**src/rtl/assert_macros.svh**
```systemverilog
// ----------------------------------------------------------------------------
// assert_macros.svh
// Assertion macros shared by the RTL. They expand to nothing in synthesis.
// ----------------------------------------------------------------------------
`ifndef ASSERT_MACROS_SVH
`define ASSERT_MACROS_SVH

`ifndef SYNTHESIS

// check a property at every rising clock edge outside reset
`define ASSERT_ALWAYS(label, clk, rst, prop) \
   label: assert property (@(posedge clk) disable iff (rst) (prop)) \
      else $error("assertion failed");

// check that an antecedent implies a consequent in the same cycle
`define ASSERT_IMPLIES(label, clk, rst, ante, cons) \
   label: assert property (@(posedge clk) disable iff (rst) (ante) |-> (cons)) \
      else $error("assertion failed");

// check that an antecedent implies a consequent in the next cycle
`define ASSERT_NEXT(label, clk, rst, ante, cons) \
   label: assert property (@(posedge clk) disable iff (rst) (ante) |=> (cons)) \
      else $error("assertion failed");

`else

`define ASSERT_ALWAYS(label, clk, rst, prop)
`define ASSERT_IMPLIES(label, clk, rst, ante, cons)
`define ASSERT_NEXT(label, clk, rst, ante, cons)

`endif

`endif

```
**src/rtl/lpht_pkg.sv**
```systemverilog
// ----------------------------------------------------------------------------
// lpht_pkg
// Shared sizes, codes and types of the linear probing hash table.
// ----------------------------------------------------------------------------
`default_nettype none

package lpht_pkg;

   // table geometry
   localparam int SLOTS = 97;
   localparam int IDX_W = $clog2(SLOTS);

   // field widths
   localparam int FUNC_W   = 2;
   localparam int KEY_W    = 31;
   localparam int VALUE_W  = 32;
   localparam int STATUS_W = 3;

   // operation codes
   localparam logic [FUNC_W-1:0] FUNC_PUT    = 2'd0;
   localparam logic [FUNC_W-1:0] FUNC_GET    = 2'd1;
   localparam logic [FUNC_W-1:0] FUNC_REMOVE = 2'd2;

   // result status codes
   localparam logic [STATUS_W-1:0] ST_INSERTED = 3'd0;
   localparam logic [STATUS_W-1:0] ST_UPDATED  = 3'd1;
   localparam logic [STATUS_W-1:0] ST_HIT      = 3'd2;
   localparam logic [STATUS_W-1:0] ST_MISS     = 3'd3;
   localparam logic [STATUS_W-1:0] ST_FULL     = 3'd4;
   localparam logic [STATUS_W-1:0] ST_REMOVED  = 3'd5;

   // value returned on a miss
   localparam logic signed [VALUE_W-1:0] MISS_VALUE = -32'sd100;

   // slot write request from the sequencer to the slot store
   typedef struct packed {
      logic             ins;   // set valid, write key and value
      logic             upd;   // write value only
      logic             clr;   // clear valid
      logic [IDX_W-1:0] idx;
   } wr_req_type;

endpackage

`default_nettype wire

```
**src/rtl/lpht_mod.sv**
```systemverilog
// ----------------------------------------------------------------------------
// lpht_mod
// Key mod SLOTS unit: reciprocal multiply, then multiply-back and subtract.
// ----------------------------------------------------------------------------
`default_nettype none

module lpht_mod (
   input  wire logic                            clock,
   input  wire logic                            reset,
   input  wire logic                            start,
   input  wire logic [lpht_pkg::KEY_W-1:0]      key,
   output logic                                 done,
   output logic [lpht_pkg::IDX_W-1:0]           rem
);

   // reciprocal of SLOTS scaled by 2^(KEY_W+IDX_W), rounded up; exact for every key
   localparam int SHIFT   = lpht_pkg::KEY_W + lpht_pkg::IDX_W;
   localparam int RECIP_W = 32;
   localparam logic [RECIP_W-1:0] RECIP =
      RECIP_W'(((64'd1 << SHIFT) + 64'(lpht_pkg::SLOTS) - 64'd1) / 64'(lpht_pkg::SLOTS));
   localparam int PROD_W  = lpht_pkg::KEY_W + RECIP_W;
   localparam int QUO_W   = PROD_W - SHIFT;

   logic                          mul_ff, mul_in;
   logic                          done_ff, done_in;
   logic [lpht_pkg::KEY_W-1:0]    key_ff, key_in;
   logic [PROD_W-1:0]             prod_ff, prod_in;
   logic [lpht_pkg::IDX_W-1:0]    rem_ff, rem_in;
   logic [QUO_W-1:0]              quo;
   logic [lpht_pkg::KEY_W-1:0]    back;
   logic [lpht_pkg::KEY_W-1:0]    diff;

   // take the quotient from the product and subtract quotient times SLOTS
   always_comb begin
      quo  = prod_ff[PROD_W-1:SHIFT];
      back = lpht_pkg::KEY_W'(quo) * lpht_pkg::KEY_W'(lpht_pkg::SLOTS);
      diff = key_ff - back;
   end

   // multiply when started, then form the remainder from the registered product
   always_comb begin
      mul_in  = 1'b0;
      done_in = 1'b0;
      key_in  = key_ff;
      prod_in = prod_ff;
      rem_in  = rem_ff;
      if (mul_ff) begin
         rem_in  = diff[lpht_pkg::IDX_W-1:0];
         done_in = 1'b1;
      end else if (start) begin
         mul_in  = 1'b1;
         key_in  = key;
         prod_in = PROD_W'(key) * PROD_W'(RECIP);
      end
   end

   always_ff @(posedge clock) begin
      if (reset) begin
         mul_ff  <= 1'b0;
         done_ff <= 1'b0;
      end else begin
         mul_ff  <= mul_in;
         done_ff <= done_in;
      end
      key_ff  <= key_in;
      prod_ff <= prod_in;
      rem_ff  <= rem_in;
   end

   assign done = done_ff;
   assign rem  = rem_ff;

endmodule

`default_nettype wire

```
**config.mk**
```make
export PLATFORM = sky130hd
export DESIGN_NAME = lpht_mod
export DESIGN_NICKNAME = d
export VERILOG_FILES = /design/src/rtl/assert_macros.svh /design/src/rtl/lpht_pkg.sv /design/src/rtl/lpht_mod.sv
export SDC_FILE = /design/constraint.sdc
export NUM_CORES = 1
export LEC_CHECK = 0
export BUFFER_PORTS_ARGS = -buffer_cell sky130_fd_sc_hd__buf_2
export CORE_MARGIN = 3
export CORE_UTILIZATION = 60
export CTS_CLUSTER_DIAMETER = 120
export CTS_CLUSTER_SIZE = 8
export DETAILED_ROUTE_END_ITERATION = 10
export PLACE_DENSITY = 0.8
export SYNTH_ARGS = -nofsm -noshare
export SYNTH_HDL_FRONTEND = slang
export SYNTH_SLANG_ARGS = --single-unit
```
**constraint.sdc**
```tcl
create_clock -name clock -period 9.72 [get_ports clock]
set_clock_uncertainty 0.2 [all_clocks]
set_input_delay 2.916 -clock clock [delete_from_list [all_inputs] [get_ports clock]]
set_output_delay 2.916 -clock clock [all_outputs]
set_load 0.1 [all_outputs]
```
After elaboration in Yosys (flattened, before gate mapping)
Cells that the tools add are included.

storage, ports and cells
  logic and storage cells = 13
  input bits = 34
  register bits after elaboration = 76
  output and inout port bits = 8

operators by class
  bitwise logic cells = 1
  $add $sub $neg = 1
  $mul = 2
  reduce and logical (&&, ||, !) cells = 2
  muxes and demuxes = 2

operators by type and width
  cell                      count
  $mul A31 B29 Y60 const B  1
  $mul A25 B7 Y7 const B    1
  $sub A7 B7 Y7             1
  $mux W1                   2
  $reduce_and A2 Y1         1
  $reduce_or A2 Y1          1
  $not A1 Y1                1

Logic depth before layout (Yosys ltp)
  depth after elaboration = 2
  depth in mapped cells = 24
  mapped depth without buffers = 24

Least setup slack after synthesis
No wires, ideal clock.

  path kind = input -> register
  start point = in key[16] (netlist name)
  end point = reg prod_ff[38] (data pin)
  data required time = 9.385 ns
  library setup time = 0.135 ns
  stages = 24
  arrival = 8.956 ns
  path slack = 0.429 ns
  path buffers = 0
  path through = inv_1 > fa_1 > inv_1 > fa_1 > fa_1 > inv_1 > fa_1 > inv_1 > fa_1 > inv_1 > fa_1 > inv_1 > fa_1 > inv_1 > fa_1 > inv_1 > ha_1 > o21ai_0 > a2111oi_0 > nor2_1 > nor3_2 > o21ai_2 > mux2_4 > nor2_2

between the ends
  longest elaborated chain between the ends = 1

RTL lines
  element               RTL line        source
  start, declared       lpht_mod.sv:11  input wire logic [lpht_pkg::KEY_W-1:0] key,
  $mul A31 B29 Y60      lpht_mod.sv:53  prod_in = PROD_W'(key) * PROD_W'(RECIP);
  end signal, assigned  lpht_mod.sv:66  prod_ff <= prod_in;
  end, declared         lpht_mod.sv:27  logic [PROD_W-1:0] prod_ff, prod_in;

Every way passes these cells.
A chain may end at the register's enable or synchronous reset.

Worst setup path after layout
Ends and elaborated chain as after synthesis.

==> metrics.md <==
| Metric | Value |
|---|---|
| TNS Setup | `0 ps` |
| Reg-to-reg startpoint | `prod_ff[38]` |
| Kind of end point of the critical path | `flop` |
| CP Cell Sequence | `buf_2, inv_1, buf_4, fa_1, inv_1, fa_1, fa_1, inv_1, fa_1, inv_1, fa_1, fa_1, fa_1, inv_1, fa_1, inv_1, ha_1, inv_1, a2111oi_0, nor2_1, nor3_2, o21ai_2, mux2_4, nor2_2` |
| Detailed Place HPWL | `27,500 um` |
| DRT iter0 DRCs | `393` |
| Critical Path Sink | `prod_ff[38]` |
| CTS Buf Count | `3` |
| FF-to-FF End | `rem[6]` |
| Worst EP required | `9640 ps` |
| Actual slew at the worst max-slew pin | `597.0 ps` |
| Count of buffers from port buffering | `41` |
| Clk_lat worst skew | `250 ps` |
| Sequential element share of the synthesized area | `0.05277` |
| Initial core utilization | `0.6201` |
| Largest net degree at the start of global routing | `16` |
| Crit path depth | `24` |
| Layout cells sized above 1 | `0.07893` |
| Slew margin rel. | `0.5978` |
| Commonest non-fill, non-tap cell in the layout | `inv_1` |
| Top area cells in the synthesized netlist | `fa_1 (47%), ha_1 (23%), inv_1 (14%), edfxtp_1 (5.0%), xnor2_1 (2.0%)` |
| Overflow after GRT | `0` |
| Gr usage total | `0.2813` |
| # rows | `52` |
| WS Path Type | `in -> reg` |
| Via count | `8,544` |
| H-tree levels | `1` |
| Startpoint Class | `input pin` |
| R2R depth | `8` |
| Number of flops mapped to enable cells by yosys | `21` |
| Min Tclk post-route | `9460 ps` |
| Synth unique cells | `50` |
| Crit Path Max Fanout | `6` |
| Antenna diode count | `0` |
| RSZ-0062 raised after global routing | `false` |
| Final setup viols | `0` |
| I/O pin cnt | `42` |
| Top Family by Delay on Critical Path | `adder cells` |
| Post-CTS Resized | `0` |
| Avg Inst Size Synth | `10.17 um2` |
| Final ANT Viol Nets | `0` |
| Die height | `151.5 um` |
| Die Wd | `151.5 um` |
| Total Nets Final | `1,909` |
| Synth top area share | `0.4694` |
| Ys async rst share | `0` |
| Post-CTS Setup Repair Bufs | `0` |
| Area grow syn2layout | `7.728%` |
| Pre-antenna DRT Iters | `7` |
| Crit path arrival time | `9380 ps` |
| CTS sink cnt | `23` |
| Critical Path Max Stage Delay | `560 ps` |
| Core Area | `20,490 um2` |
| Most used cell, CP | `fa_1` |
| First-pass GRT wire length | `48,880 um` |
| Critical Path Source | `key[16]` |
| Post-Route WL | `29,700 um` |
| Average wire per standard cell | `18.41 um` |
| CTS tree | `built` |
| Final worst-path cycle share | `0.9733` |
| Die area | `22,970 um2` |
| Post-CTS Hold Buffers | `0` |
| Initial antenna violation count | `0` |
| Clock transition at path regs | `60 ps` |
| Residual DRC | `0` |
| Clock root buffer | `clkbuf_16` |
| Most frequent cells in the layout | `inv_1 (480), fa_1 (298), ha_1 (233), buf_4 (50), buf_2 (41)` |
| Max Transition Viols Final | `0` |
| Synth area leader | `fa_1` |
| YS warnings | `0` |
| Synth Flop Type | `edfxtp_1` |
| Status | `finished clean` |
| GP Congestion | `0.9944` |
| Vias/cell | `5.297` |
| Synth Register Bits | `23` |
| Syn_nets | `1,815` |
| Hold/Removal Path Class | `reg -> reg` |
| Syn Std Cell Area | `12,710 um2` |
| FMAX | `105.7 MHz` |
| Max_cap viols | `0` |
| WP buf/inv | `9` |
| Vias in the first global route | `9,638` |
| Fin. Hold Viols | `0` |
| Register-to-register setup slack | `6570 ps` |
| Longest Clk Path Bufs | `2` |
| Highest-delay cell along the critical path | `fa_1` |
| Mapped Cells | `1,250` |
final cells by class:
cell class	count	area (um2)
fillers	1585	6803
clock buffers	4	78.83
inverters	480	1802
multi-input cells	745	10220
well taps	270	337.8
repair buffers	91	580.6
flip-flops and latches	23	670.6
sequential cells by signal (all words and copies together) (netlist names):
signal,count
done,1
key_ff,7
mul_ff,1
prod_ff,7
rem,7
synth_stat cells (all sizes together) (2+ instances only):
cell / count
inv: 480
fa: 298
ha: 233
a21oi: 36
nand2: 29
xnor2: 29
edfxtp: 21
o21ai: 19
nor2: 18
a21o: 9
nand4: 7
nor3: 7
xor2: 7
nand3: 6
a211oi: 5
nor2b: 5
o211ai: 4
a31oi: 3
o21a: 3
a2111oi: 2
a221o: 2
and3: 2
dfxtp: 2
nor4: 2
o2111ai: 2
o21bai: 2
o22ai: 2
o31ai: 2
metal layers:
layer / wire length (um) / vias up / track usage
li1: - / 3887 / -
met1: 11550 / 4304 / 0.3557
met2: 14510 / 278 / 0.4814
met3: 2288 / 75 / 0.05741
met4: 1353 / 0 / 0.1038
met5: 0 / - / 0
how the worst min path moves through the flow:
stage	startpoint	end	slack, ps	cells past startpoint
detailed placement	mul_ff	rem[2]	400	0
finish	mul_ff	rem[1]	410	0
global placement	mul_ff	rem[3]	400	0
global route	mul_ff	rem[1]	450	0
CTS	mul_ff	rem[1]	420	0
floorplan	mul_ff	rem[0]	360	0
kinds of logic (layout without fill, tap and decap cells):
kind of cell,Yosys count,in the layout,synth area share
mux,2,2,0.001969
compound gates,95,95,0.04745
buf+inv,482,575,0.1429
fa+ha+maj,531,531,0.6988
xor+xnor,36,36,0.02481
flops,23,23,0.05277
simple gates,81,81,0.03131
metrics by stage:
stage / std cells / util / setup WS, ps / hold slack, ps / cell area, um2
3_3_place_gp: 1609 / 0.6642 / 130.0 / 396.7 / 13610
2_1_floorplan: 1250 / - / 429.2 / 362.4 / 12710
4_1_cts: 1613 / 0.6681 / 284.7 / 415.8 / 13690
5_1_grt: 1613 / 0.6681 / 6.962 / 446.1 / 13690
3_5_place_dp: 1609 / 0.6642 / 21.52 / 403.4 / 13610
6_report: 1613 / 0.6681 / 259.9 / 412.5 / 13690
Power is not shown: default switching activity piles up to over one toggle a cycle in this logic, so the estimate is an artifact.
